==> config.mk <==
export PLATFORM = sky130hd
export DESIGN_NAME = sliding_window_median_filter
export DESIGN_NICKNAME = d
export VERILOG_FILES = /design/src/hdl/swmf_pkg.sv /design/src/hdl/sliding_window_median_filter.sv /design/src/hdl/swmf_cell.sv
export SDC_FILE = /design/constraint.sdc
export NUM_CORES = 1
export LEC_CHECK = 0
export ABC_CLOCK_PERIOD_IN_PS = 3850
export BUFFER_PORTS_ARGS = -buffer_cell sky130_fd_sc_hd__clkbuf_2
export CORE_MARGIN = 2
export CORE_UTILIZATION = 60
export CTS_CLUSTER_SIZE = 20
export DETAILED_ROUTE_END_ITERATION = 10
export PLACE_DENSITY = 0.88
export SLEW_MARGIN = 20
export SYNTH_ARGS = -nofsm -noshare
export SYNTH_HDL_FRONTEND = slang
export SYNTH_SLANG_ARGS = --single-unit
==> constraint.sdc <==
create_clock -name clock -period 3.85 [get_ports clock]
set_input_delay 0.77 -clock clock [delete_from_list [all_inputs] [get_ports clock]]
set_output_delay 0.77 -clock clock [all_outputs]
set_load 0.05 [all_outputs]
==> src/hdl/swmf_pkg.sv <==
// Shared types for the sliding window median filter.
// No dependencies; used by swmf_cell and sliding_window_median_filter.
`default_nettype none

package swmf_pkg;

   // Flags a cell hands to the cell above it in the sorted row.
   typedef struct packed {
      logic removed;       // the oldest sample sits in this cell or below it
      logic sample_above;  // the new sample lands above this cell
   } swmf_link_type;

endpackage

`default_nettype wire

==> src/hdl/sliding_window_median_filter.sv <==
// Top level of the sliding window median filter: sorted cell row and output register.
// Depends on swmf_pkg and swmf_cell.
`default_nettype none

// Running median over the last WINDOW_SIZE signed samples. The window starts
// as all zeros after reset, so early results count those zeros. The samples
// are kept in a row of cells in sorted order, each tagged with its age; a
// new sample removes the oldest one and is inserted at its sorted place in
// the same cycle. One sample is taken per cycle unless a pending result is
// held at the result channel; the output register takes its median from the
// updated cells. The insert path is set by the removal flag rippling up the
// row of cells, so its depth grows with WINDOW_SIZE. For an even window the
// result is the mean of the two middle samples, truncated toward zero.
module sliding_window_median_filter
   import swmf_pkg::*;
#(
   parameter int WINDOW_SIZE = 5,
   parameter int SAMPLE_WIDTH = 24
) (
   input  wire                  clock,
   input  wire                  reset,
   input  wire                  req_tvalid,
   output logic                 req_tready,
   // [SAMPLE_WIDTH-1:0] sample; upper pad bits ignored
   input  wire logic [((SAMPLE_WIDTH+7)/8)*8-1:0] req_tdata,
   output logic                 rsp_tvalid,
   input  wire                  rsp_tready,
   // [SAMPLE_WIDTH-1:0] median; upper pad bits zero
   output logic [((SAMPLE_WIDTH+7)/8)*8-1:0] rsp_tdata
);

   localparam int TDATA_W = ((SAMPLE_WIDTH + 7) / 8) * 8;
   localparam int AGE_W = (WINDOW_SIZE > 1) ? $clog2(WINDOW_SIZE) : 1;
   localparam int MID = WINDOW_SIZE / 2;

   logic signed [SAMPLE_WIDTH-1:0] sample;
   logic signed [SAMPLE_WIDTH-1:0] cell_val [WINDOW_SIZE];
   logic [AGE_W-1:0]               cell_age [WINDOW_SIZE];
   logic [WINDOW_SIZE-1:0]         cell_greater;
   swmf_link_type                  link [WINDOW_SIZE];
   logic [WINDOW_SIZE-1:0]         order_ok;

   logic                           pend_ff, pend_in;
   logic                           rsp_valid_ff, rsp_valid_in;
   logic signed [SAMPLE_WIDTH-1:0] median_ff;
   logic signed [SAMPLE_WIDTH-1:0] median_now;
   logic                           out_free;
   logic                           load_out;
   logic                           req_xfer;

   assign sample = req_tdata[SAMPLE_WIDTH-1:0];

   assign out_free = !rsp_valid_ff || rsp_tready;
   assign load_out = pend_ff && out_free;
   assign req_tready = !pend_ff || out_free;
   assign req_xfer = req_tvalid && req_tready;

   genvar g;
   generate
      for (g = 0; g < WINDOW_SIZE; g++) begin : g_cell
         logic signed [SAMPLE_WIDTH-1:0] val_below, val_above;
         logic [AGE_W-1:0]               age_below, age_above;
         logic                           greater_above;
         swmf_link_type                  link_below;

         if (g == 0) begin : g_bottom
            assign val_below = '0;
            assign age_below = '0;
            assign link_below = '0;
         end else begin : g_inner_below
            assign val_below = cell_val[g-1];
            assign age_below = cell_age[g-1];
            assign link_below = link[g-1];
         end

         if (g == WINDOW_SIZE - 1) begin : g_top
            assign val_above = '0;
            assign age_above = '0;
            assign greater_above = 1'b1;
            assign order_ok[g] = 1'b1;
         end else begin : g_inner_above
            assign val_above = cell_val[g+1];
            assign age_above = cell_age[g+1];
            assign greater_above = cell_greater[g+1];
            assign order_ok[g] = (cell_val[g] <= cell_val[g+1]);
         end

         swmf_cell #(
            .SAMPLE_WIDTH(SAMPLE_WIDTH),
            .AGE_W(AGE_W),
            .AGE_OLDEST(AGE_W'(WINDOW_SIZE - 1)),
            .RESET_AGE(AGE_W'(g)),
            .IS_FIRST(g == 0),
            .IS_LAST(g == WINDOW_SIZE - 1)
         ) u_cell (
            .clock(clock),
            .reset(reset),
            .load(req_xfer),
            .sample(sample),
            .val_below(val_below),
            .age_below(age_below),
            .link_below(link_below),
            .val_above(val_above),
            .age_above(age_above),
            .greater_above(greater_above),
            .val_q(cell_val[g]),
            .age_q(cell_age[g]),
            .greater(cell_greater[g]),
            .link_up(link[g])
         );
      end

      if (WINDOW_SIZE % 2 == 1) begin : g_odd
         assign median_now = cell_val[MID];
      end else begin : g_even
         logic signed [SAMPLE_WIDTH:0] pair_sum, pair_adj;
         // Adding the sign bit before the shift rounds a negative mean toward zero.
         assign pair_sum = {cell_val[MID-1][SAMPLE_WIDTH-1], cell_val[MID-1]}
                         + {cell_val[MID][SAMPLE_WIDTH-1], cell_val[MID]};
         assign pair_adj = pair_sum + {{SAMPLE_WIDTH{1'b0}}, pair_sum[SAMPLE_WIDTH]};
         assign median_now = pair_adj[SAMPLE_WIDTH:1];
      end
   endgenerate

   always_comb begin
      pend_in = pend_ff;
      rsp_valid_in = rsp_valid_ff;
      if (rsp_tready) begin
         rsp_valid_in = 1'b0;
      end
      if (load_out) begin
         rsp_valid_in = 1'b1;
         pend_in = 1'b0;
      end
      if (req_xfer) begin
         pend_in = 1'b1;
      end
   end

   always_ff @(posedge clock) begin
      if (reset) begin
         pend_ff <= 1'b0;
         rsp_valid_ff <= 1'b0;
      end else begin
         pend_ff <= pend_in;
         rsp_valid_ff <= rsp_valid_in;
      end
   end

   always_ff @(posedge clock) begin
      if (load_out) begin
         median_ff <= median_now;
      end
   end

   assign rsp_tvalid = rsp_valid_ff;
   assign rsp_tdata = TDATA_W'($unsigned(median_ff));

`ifndef ASSERT_OFF
   // Exactly one cell holds the oldest sample, so the removal flag reaches the top.
   a_oldest_present: assert property (@(posedge clock) disable iff (reset)
      link[WINDOW_SIZE-1].removed)
      else $error("no cell holds the oldest sample");

   a_row_sorted: assert property (@(posedge clock) disable iff (reset)
      &order_ok)
      else $error("cell row is out of order");

   a_xfer_pends: assert property (@(posedge clock) disable iff (reset)
      req_xfer |=> pend_ff)
      else $error("accepted sample left no pending result");

   a_load_shows: assert property (@(posedge clock) disable iff (reset)
      load_out |=> rsp_tvalid)
      else $error("loaded result not presented");
`endif

endmodule

`default_nettype wire

==> src/hdl/swmf_cell.sv <==
// One cell of the sorted sample row: holds one sample and its age.
// Depends on swmf_pkg for the link struct between neighboring cells.
`default_nettype none

module swmf_cell
   import swmf_pkg::*;
#(
   parameter int SAMPLE_WIDTH = 24,
   parameter int AGE_W = 3,
   parameter logic [AGE_W-1:0] AGE_OLDEST = '0,
   parameter logic [AGE_W-1:0] RESET_AGE = '0,
   parameter bit IS_FIRST = 1'b0,
   parameter bit IS_LAST = 1'b0
) (
   input  wire                            clock,
   input  wire                            reset,
   input  wire                            load,
   input  wire logic signed [SAMPLE_WIDTH-1:0] sample,
   input  wire logic signed [SAMPLE_WIDTH-1:0] val_below,
   input  wire logic [AGE_W-1:0]          age_below,
   input  wire swmf_link_type             link_below,
   input  wire logic signed [SAMPLE_WIDTH-1:0] val_above,
   input  wire logic [AGE_W-1:0]          age_above,
   input  wire logic                      greater_above,
   output logic signed [SAMPLE_WIDTH-1:0] val_q,
   output logic [AGE_W-1:0]               age_q,
   output logic                           greater,
   output swmf_link_type                  link_up
);

   logic signed [SAMPLE_WIDTH-1:0] val_ff, val_in;
   logic [AGE_W-1:0]               age_ff, age_in;
   logic                           removed;
   logic                           sample_above;
   logic                           take_new;

   assign greater = (val_ff > sample);
   assign removed = (IS_FIRST ? 1'b0 : link_below.removed) | (age_ff == AGE_OLDEST);

   // After the oldest sample drops out, the cells above it slide down by one.
   // This position then stays below the new sample when its compacted value
   // is not greater than the sample.
   assign sample_above = !IS_LAST && (removed ? !greater_above : !greater);
   assign take_new = IS_FIRST ? 1'b1 : link_below.sample_above;

   assign link_up.removed = removed;
   assign link_up.sample_above = sample_above;

   always_comb begin
      val_in = val_ff;
      age_in = age_ff;
      if (sample_above) begin
         if (removed) begin
            val_in = val_above;
            age_in = age_above + AGE_W'(1);
         end else begin
            val_in = val_ff;
            age_in = age_ff + AGE_W'(1);
         end
      end else if (take_new) begin
         val_in = sample;
         age_in = '0;
      end else if (link_below.removed) begin
         val_in = val_ff;
         age_in = age_ff + AGE_W'(1);
      end else begin
         val_in = val_below;
         age_in = age_below + AGE_W'(1);
      end
   end

   always_ff @(posedge clock) begin
      if (reset) begin
         val_ff <= '0;
         age_ff <= RESET_AGE;
      end else if (load) begin
         val_ff <= val_in;
         age_ff <= age_in;
      end
   end

   assign val_q = val_ff;
   assign age_q = age_ff;

endmodule

`default_nettype wire

==> flow_metrics.py, run 1 <==
metrics = {
    "clock_network": {
        "clkSlewWorstSetupHoldPaths_ps": 70,
        "cts_buffers": 17,
        "postCtsSetupRepairBufs": 0,
        "cts_tree": "done",
        "cts.sink_count": 161,
        "cts-root-buf": "clkbuf_16",
        "clockBufferDepth": 2,
        "post_cts_resized": 0,
        "postCtsHoldBufs": 0,
        "insertion_delay_ps": 450,
        "cts-htree-levels": 4,
    },
    "power_and_ir_drop": {
        "max-vdd-ir-drop_mv": 0.409,
        "finalPower_w": 0.00578,
        "switchingPower_w": 0.00197,
        "swShare_pct": 34.1,
        "internal-power_w": 0.00381,
        "power_density_mw_per_mm2": 446,
        "pwr-share-seq_pct": 34.9,
        "clkPwrFrac_pct": 34.0,
        "leakage_nw": 5.35,
        "p_comb_share_pct": 31.1,
    },
    "layout": {
        "fillers": 1396,
        "nets": 1548,
        "mostFrequentLayoutCells": "163 x nand2_1, 137 x dfxtp_1, 129 x ha_1",
        "drive_above_1_share_pct": 13.2,
        "mostFrequentLayoutCell": "nand2_1",
        "diodes": 0,
        "area_growth_pct": 11.9,
    },
    "synth": {
        "seq_area_frac_synth_pct": 29.9,
        "synth_top_area_share_pct": 23.7,
        "yosys_warnings": 0,
        "syn_area_sq_mm": 0.0116,
        "synth.avg_cell_area_sq_um": 8.56,
        "synth_area_leaders": "dfxtp_1 24%, ha_1 14%, mux2i_1 11%",
        "synth_enable_flop_cells": 24,
        "syn_nets": 1511,
        "syn_inst": 1354,
        "synth_seq_cells": 161,
        "synthFlopType": "dfxtp_1",
        "synthArstFlopShare_pct": 0,
        "synth_top_area_cell": "dfxtp_1",
        "synth_cell_types": 61,
    },
    "setup_path": {
        "cp-start-kind": "input pin",
        "crit_path_end_kind": "flop",
        "worstPathRequired_ps": 4130,
        "critPathTopFamily": "compound AO/OA/AOI/OAI gates",
        "worst-setup-path-type": "in2reg",
        "worstPathArrival_ps": 3770,
        "max_stage_delay_ps": 400,
        "path_buf_inv": 3,
        "path_cells": "clkbuf_2 > inv_1 > ha_1 > a21oi_1 > nor2_1 > a211oi_1 > o21ai_0 > a211oi_1 > mux2i_1 > o2bb2ai_4 > buf_12 > mux2i_1 > o21ai_0",
        "cp_slowest_cell": "mux2i_1",
        "path_max_fanout": 28,
    },
    "sta": {
        "fin_skew_ps": 14.1,
        "fin_crit_sh_pct": 90.8,
        "rsz0062_at_grt": "false",
        "relSlewSlack_pct": 30.5,
        "final.setup.tns_ps": 0,
        "maxSlewViolCount": 0,
        "fmaxAchievable_mhz": 286,
        "hold_viol_final": 0,
        "timing.final.crit_period_ps": 3500,
        "setup_viol": 0,
        "tightest_slew_ps": 1040,
    },
    "job": {
        "cap_violations": 0,
    },
    "floorplanning": {
        "design.die.area_sq_mm": 0.0204,
        "num_rows": 50,
        "coreArea_sq_mm": 0.0188,
        "io_pins": 54,
        "start_util_pct": 61.5,
        "die_w_um": 143,
        "die_h_um": 143,
    },
    "status": {
        "status": "completed",
    },
    "global_route": {
        "antenna_found_initial": 0,
        "grt_max_degree": 74,
        "grt_pass1_wl_um": 55900,
        "grt_pass1_vias": 10789,
        "grtUsageTotal_pct": 34.9,
        "globalRouteOverflowTotal": 0,
    },
    "drt": {
        "via_per_inst": 6.72,
        "wl_um": 35300,
        "vias": 11185,
        "drc": 0,
        "dr.pass1.iters": 6,
        "drtIter0Drc": 1374,
        "wl_per_cell_um": 21.2,
        "ant_nets": 0,
    },
    "hold_path": {
        "hold_path.class": "reg2reg",
    },
    "placement": {
        "numPortBuffers": 53,
        "dp_hpwl_um": 23700,
        "gp_congestion": 0.977,
    },
}
[area by class of cell]
cell class                      instances  area [sq um]  share of cell area (%)
Clock inverter                          8           173                    1.33
Timing Repair Buffer                  107           786                    6.06
Clock buffer                           24           493                    3.80
Inverter                               60           225                    1.74
Multi-Input combinational cell       1044          7510                    57.9
Sequential cell                       161          3460                    26.7
Tap cell                              260           325                    2.51
[per-stage QoR]
stage          instance area, sq um  std cells  util [%]  hold slack, ps  worst slack (ps)
2_1_floorplan                 11600       1354         -             430               687
3_3_place_gp                  12300       1632      65.4             444               216
3_5_place_dp                  12300       1632      65.4             461              50.2
4_1_cts                       13000       1664      68.9             478               439
5_1_grt                       13000       1664      68.9             492               257
6_report                      13000       1664      68.9             483               353
[layer usage]
layer	global-route usage (%)	wire, um
met4	20.6	1820
met5	0	0
met3	7.41	3680
met2	55.3	16200
met1	43.6	13600
[power by group through the flow]
| stage | clock, W | combinational (W) | sequential, W |
|---|---|---|---|
| final | 0.00197 | 0.00180 | 0.00202 |
| after global routing | 0.00202 | 0.00192 | 0.00203 |
| after CTS | 0.00197 | 0.00175 | 0.00201 |
| after detailed placement | 0 | 0.00172 | 0.00204 |
| after global placement | 0 | 0.00166 | 0.00204 |
| after floorplan | 0 | 0.00121 | 0.00205 |
[registers in the layout, indices dropped and copies added, names as in the netlist]
signal / cells
pend_ff: 1
g_cell.u_cell.age_q: 15
rsp_tvalid: 1
g_cell.u_cell.val_q: 120
rsp_tdata: 24
[cell usage after synthesis, drive strengths merged (25+ instances only)]
master	count
nor2	66
o21ai	183
nand2	169
nand3	27
mux2	25
ha	129
a21oi	60
nand4	28
clkbuf	59
a22oi	25
dfxtp	137
a31oi	26
o32a	25
buf	30
mux2i	123
inv	60
[cell families (layout without fill, tap and decap cells)]
| group | Yosys count | in the layout | synth area share, % |
|---|---|---|---|
| AO/OA/AOI/OAI | 398 | 398 | 21.7 |
| AND/OR/NAND/NOR | 362 | 362 | 14.9 |
| flip-flops | 161 | 161 | 29.9 |
| buffers and inverters | 149 | 199 | 5.78 |
| multiplexers | 148 | 148 | 13.2 |
| adder cells (fa/ha/maj) | 129 | 129 | 13.9 |
| XOR/XNOR | 7 | 7 | 0.594 |
[final timing paths]
kind | to | cells past startpoint | slack, ps | start
setup reg to reg | g_cell[0].u_cell.val_q[4] | 11 | 690 | g_cell[0].u_cell.val_q[17]
hold reg to reg | g_cell[4].u_cell.age_q[1] | 2 | 480 | g_cell[4].u_cell.age_q[1]
hold / removal | g_cell[4].u_cell.age_q[1] | 2 | 480 | g_cell[4].u_cell.age_q[1]
setup / recovery | g_cell[0].u_cell.val_q[4] | 13 | 350 | req_tdata[17]
[worst register-to-register path: stages, from the launching register on]
cell and delay, ps:
dfxtp_1 330, ha_1 320, a21oi_1 150, nor2_1 80
a211oi_1 380, o21ai_0 160, a211oi_1 300, mux2i_1 400
o2bb2ai_4 200, buf_12 240, mux2i_1 300, o21ai_0 130
No activity file was read; power rests on OpenSTA's default activity.
==> run 2: changes to the inputs <==
--- a/config.mk
+++ b/config.mk
@@ -7,11 +7,13 @@
 export LEC_CHECK = 0
 export ABC_CLOCK_PERIOD_IN_PS = 3850
 export BUFFER_PORTS_ARGS = -buffer_cell sky130_fd_sc_hd__clkbuf_2
+export CELL_PAD_IN_SITES_DETAIL_PLACEMENT = 0
+export CELL_PAD_IN_SITES_GLOBAL_PLACEMENT = 2
 export CORE_MARGIN = 2
-export CORE_UTILIZATION = 60
+export CORE_UTILIZATION = 39
 export CTS_CLUSTER_SIZE = 20
 export DETAILED_ROUTE_END_ITERATION = 10
-export PLACE_DENSITY = 0.88
+export PLACE_DENSITY = 0.91
 export SLEW_MARGIN = 20
 export SYNTH_ARGS = -nofsm -noshare
 export SYNTH_HDL_FRONTEND = slang
==> flow_metrics.py, run 2 (synthesized netlist as in run 1, its figures left out) <==
metrics = {
    "sta": {
        "final.setup.tns_ps": 0,
        "tightest_slew_ps": 1140,
        "holdWs_ps": 472,
        "maxSlewViolCount": 0,
        "hold_viol_final": 0,
        "setup_viol": 0,
        "fin_skew_ps": 12.5,
        "rsz0062_at_grt": "false",
        "fin_crit_sh_pct": 88.9,
        "relSlewSlack_pct": 23.7,
        "fmaxAchievable_mhz": 292,
        "timing.final.crit_period_ps": 3420,
    },
    "drt": {
        "dr.pass1.iters": 6,
        "wl_per_cell_um": 20.6,
        "drc": 0,
        "vias": 10459,
        "drtIter0Drc": 730,
        "wl_um": 37100,
        "via_per_inst": 5.80,
        "ant_nets": 0,
    },
    "global_route": {
        "grt_max_degree": 75,
        "antenna_found_initial": 0,
        "grtUsageTotal_pct": 24.4,
        "grt_pass1_wl_um": 58300,
        "globalRouteOverflowTotal": 0,
        "grt_pass1_vias": 10108,
    },
    "hold_path": {
        "hold_path.class": "reg2reg",
    },
    "placement": {
        "placedCellCount": 1770,
        "gp_congestion": 0.903,
        "dp_hpwl_um": 25900,
        "numPortBuffers": 53,
        "placed_cell_area_sq_mm": 0.0125,
    },
    "clock_network": {
        "insertion_delay_ps": 450,
        "clockBufferDepth": 2,
        "cts_tree": "done",
        "cts.sink_count": 161,
        "cts-root-buf": "clkbuf_16",
        "postCtsHoldBufs": 0,
        "cts-htree-levels": 4,
        "clkSlewWorstSetupHoldPaths_ps": 70,
        "postCtsSetupRepairBufs": 0,
        "post_cts_resized": 0,
        "cts_buffers": 17,
    },
    "floorplanning": {
        "design.die.area_sq_mm": 0.0311,
        "num_rows": 63,
        "die_w_um": 176,
        "start_util_pct": 39.3,
        "die_h_um": 176,
        "coreArea_sq_mm": 0.0295,
        "io_pins": 54,
    },
    "power_and_ir_drop": {
        "pwr-share-seq_pct": 35.6,
        "clkPwrFrac_pct": 32.5,
        "power_density_mw_per_mm2": 429,
        "p_comb_share_pct": 31.9,
        "leakage_nw": 5.38,
        "swShare_pct": 36.0,
        "internal-power_w": 0.00362,
        "switchingPower_w": 0.00204,
        "max-vdd-ir-drop_mv": 0.268,
    },
    "layout": {
        "largest_register_ffs": 120,
        "drive_above_1_share_pct": 14.0,
        "nets": 1556,
        "mostFrequentLayoutCell": "nand2_1",
        "fin_cells": 1802,
        "area_growth_pct": 13.6,
        "mostFrequentLayoutCells": "162 x nand2_1, 137 x dfxtp_1, 129 x ha_1",
        "postLayoutCellArea_sq_mm": 0.0132,
        "finalCoreUtilization_pct": 44.7,
        "diodes": 0,
    },
    "setup_path": {
        "path_max_fanout": 6,
        "worst-setup-path-type": "in2reg",
        "worstPathRequired_ps": 4180,
        "cp_slowest_cell": "mux2i_1",
        "cp-start-kind": "input pin",
        "crit_path_end_kind": "flop",
        "worstPathArrival_ps": 3750,
        "path_cells": "clkbuf_2 > inv_1 > ha_1 > a21oi_1 > nor2_1 > a211oi_1 > buf_4 > o21ai_0 > a211oi_1 > mux2i_1 > o2bb2ai_4 > buf_4 > mux2i_1 > o21ai_0",
        "max_stage_delay_ps": 370,
    },
    "job": {
        "cap_violations": 0,
    },
    "status": {
        "status": "completed",
    },
}
-- run 2: critical path: cells and delay by family --
family                     cells  cell delay (ps)
adders and majority gates      1              290
and+or+nand+nor                1               60
muxes                          2              610
AOI/OAI and AO/OA              6             1250
buffers and inverters          4              760
-- run 2: metrics by stage --
step	power (W)	worst slack [ps]
after floorplan	0.00325	687
after global placement	0.00382	-45.5
after detailed placement	0.00383	-98.2
after CTS	0.00568	375
after global routing	0.00596	115
final	0.00565	428
-- run 2: area by class of cell --
| cell class | count | area (sq um) |
|---|---|---|
| well taps | 390 | 488 |
| clock inverters | 14 | 166 |
| repair buffers | 115 | 858 |
| fillers | 2973 | 16300 |
| flip-flops and latches | 161 | 3460 |
| multi-input cells | 1044 | 7510 |
| inverters | 60 | 225 |
| clock buffers | 18 | 450 |
-- run 2: worst paths after layout --
kind / from / to / slack (ps) / cells past startpoint
worst max-delay path: req_tdata[17] / g_cell[1].u_cell.val_q[21] / 430 / 14
worst min-delay path: g_cell[4].u_cell.age_q[1] / g_cell[4].u_cell.age_q[1] / 470 / 2
worst max register to register: g_cell[0].u_cell.val_q[23] / g_cell[1].u_cell.val_q[21] / 750 / 10
worst min register to register: g_cell[4].u_cell.age_q[1] / g_cell[4].u_cell.age_q[1] / 470 / 2
-- run 2: power by group through the flow --
stage               registers, W  logic (W)  clock network (W)
floorplan                0.00205    0.00121                  0
global placement         0.00205    0.00177                  0
detailed placement       0.00205    0.00178                  0
CTS                      0.00201    0.00179            0.00188
global route             0.00203    0.00197            0.00195
finish                   0.00201    0.00180            0.00184
-- run 2: metal layers --
metal | up-vias | wire [um] | GRT usage (%)
li1 | 5089 | - | -
met1 | 5006 | 17300 | 32.5
met2 | 290 | 16800 | 39.6
met3 | 74 | 1790 | 3.66
met4 | 0 | 1300 | 9.64
met5 | - | 0 | 0
==> run 3: changes to the inputs <==
--- a/config.mk
+++ b/config.mk
@@ -13,7 +13,7 @@
 export CORE_UTILIZATION = 39
 export CTS_CLUSTER_SIZE = 20
 export DETAILED_ROUTE_END_ITERATION = 10
-export PLACE_DENSITY = 0.91
+export PLACE_DENSITY_LB_ADDON = 0.1
 export SLEW_MARGIN = 20
 export SYNTH_ARGS = -nofsm -noshare
 export SYNTH_HDL_FRONTEND = slang
==> flow_metrics.py, run 3 (synthesized netlist as in run 1, its figures left out) <==
metrics = {
    "drt": {
        "wl_per_cell_um": 20.7,
        "drc": 0,
        "drt-met1-wl_um": 18800,
        "drtIter0Drc": 671,
        "met3_wirelength_um": 1260,
        "via_per_inst": 5.60,
        "vias": 10237,
        "wl_met2_um": 17400,
        "dr.pass1.iters": 5,
        "wl_um": 37800,
        "ant_nets": 0,
        "top_layer": "met4",
    },
    "setup_path": {
        "path_max_fanout": 18,
        "cp-start-kind": "input pin",
        "worstPathRequired_ps": 4220,
        "cp_slowest_cell": "nor4_1",
        "critPathTopFamily": "simple AND/OR/NAND/NOR gates",
        "crit_path_end_kind": "flop",
        "r2r_start": "g_cell[2].u_cell.val_q[22]",
        "max_stage_delay_ps": 490,
        "worst-setup-path-type": "in2reg",
        "cp-startpoint": "req_tdata[22]",
        "path_buf_inv": 6,
        "rr_worst_depth": 12,
        "path_cells": "clkbuf_2 > inv_1 > buf_4 > ha_1 > nand4_1 > nor4_1 > buf_4 > o31ai_1 > nand3_1 > mux2_2 > nand2_4 > buf_12 > nand2_2 > buf_12 > o21ai_0",
        "crit_cells": 15,
        "worstPathArrival_ps": 3800,
    },
    "status": {
        "status": "completed",
    },
    "sta": {
        "maxSlewViolCount": 0,
        "timing.final.crit_period_ps": 3430,
        "fin_skew_ps": 12.6,
        "fin_crit_sh_pct": 89.2,
        "final.setup.tns_ps": 0,
        "hold_viol_final": 0,
        "setup_viol": 0,
        "tightest_slew_ps": 1100,
        "rsz0062_at_grt": "false",
        "fmaxAchievable_mhz": 291,
        "relSlewSlack_pct": 26.4,
    },
    "placement": {
        "numPortBuffers": 53,
        "dp_hpwl_um": 27300,
        "placed_cell_area_sq_mm": 0.0128,
        "gp_congestion": 0.829,
    },
    "layout": {
        "mostFrequentLayoutCell": "nand2_1",
        "nets": 1583,
        "area_growth_pct": 15.5,
        "drive_above_1_share_pct": 15.6,
        "mostFrequentLayoutCells": "162 x nand2_1, 137 x dfxtp_1, 129 x ha_1",
        "postLayoutCellArea_sq_mm": 0.0134,
        "diodes": 0,
        "largest_register_ffs": 120,
    },
    "clock_network": {
        "cts_tree": "done",
        "cts_buffers": 17,
        "postCtsHoldBufs": 0,
        "cts-htree-levels": 4,
        "post_cts_resized": 0,
        "cts.sink_count": 161,
        "insertion_delay_ps": 450,
        "clockBufferDepth": 2,
        "cts-root-buf": "clkbuf_16",
        "postCtsSetupRepairBufs": 0,
        "clkSlewWorstSetupHoldPaths_ps": 60,
    },
    "floorplanning": {
        "start_util_pct": 39.3,
        "die_h_um": 176,
        "die_w_um": 176,
        "design.die.area_sq_mm": 0.0311,
        "io_pins": 54,
        "num_rows": 63,
        "coreArea_sq_mm": 0.0295,
    },
    "global_route": {
        "globalRouteOverflowTotal": 0,
        "antenna_found_initial": 0,
        "grtUsageTotal_pct": 25.0,
        "grt_max_degree": 75,
        "grt_pass1_wl_um": 59300,
        "grt_pass1_vias": 9892,
    },
    "hold_path": {
        "hold_path.class": "reg2reg",
        "min_from": "g_cell[4].u_cell.age_q[1]",
        "holdPathStages": 2,
    },
    "power_and_ir_drop": {
        "leakage_nw": 5.50,
        "max-vdd-ir-drop_mv": 0.266,
        "power_density_mw_per_mm2": 417,
    },
    "job": {
        "cap_violations": 0,
    },
}
[run 3: changes by cell type in the layout (fill, tap and decap cells not counted)]
cell,change
buf_4,+23
inv_6,-7
buf_12,+4
clkinv_2,+4
clkinvlp_4,+3
inv_8,-2
clkbuf_16,-1
clkbuf_8,+1
clkinv_4,+1
inv_4,+1
[run 3: worst paths after layout]
kind                                endpoint  slack [ps]
setup reg to reg  g_cell[2].u_cell.val_q[19]         670
hold reg to reg    g_cell[4].u_cell.age_q[1]         470
setup / recovery  g_cell[2].u_cell.val_q[19]         420
hold / removal     g_cell[4].u_cell.age_q[1]         470
[run 3: through the flow]
stage               std cells  total power [W]  util, %  hold slack (ps)  setup slack, ps
detailed placement       1797          0.00388     43.4              457             23.5
CTS                      1829          0.00563     45.4              469              478
finish                   1829          0.00558     45.4              467              415
floorplan                1354          0.00325        -              430              687
global route             1829          0.00589     45.4              497              212
global placement         1797          0.00387     43.4              451             47.2
[run 3: power breakdown]
group / switching, W / internal [W]
sequential: 0.000148 / 0.00187
combinational: 0.00107 / 0.000766
clock: 0.000761 / 0.000968
total: 0.00198 / 0.00360
[run 3: tightest hold or removal path, cell delays in order (launching register included)]
cell and delay [ps]:
dfxtp_1 320, nand2_1 50, a21oi_1 50
[run 3: per-layer routing]
layer / up-vias / track usage [%]
li1: 5135 / -
met1: 4851 / 35.1
met2: 224 / 41.3
met3: 27 / 2.65
met4: 0 / 5.68
met5: - / 0
[run 3: area by class of cell]
class                   instances  area [sq um]
clock buffers                  18           439
well taps                     390           488
flip-flops and latches        161          3460
inverters                      60           225
repair buffers                142          1110
multi-input cells            1044          7510
fillers                      2963         16100
clock inverters                14           140
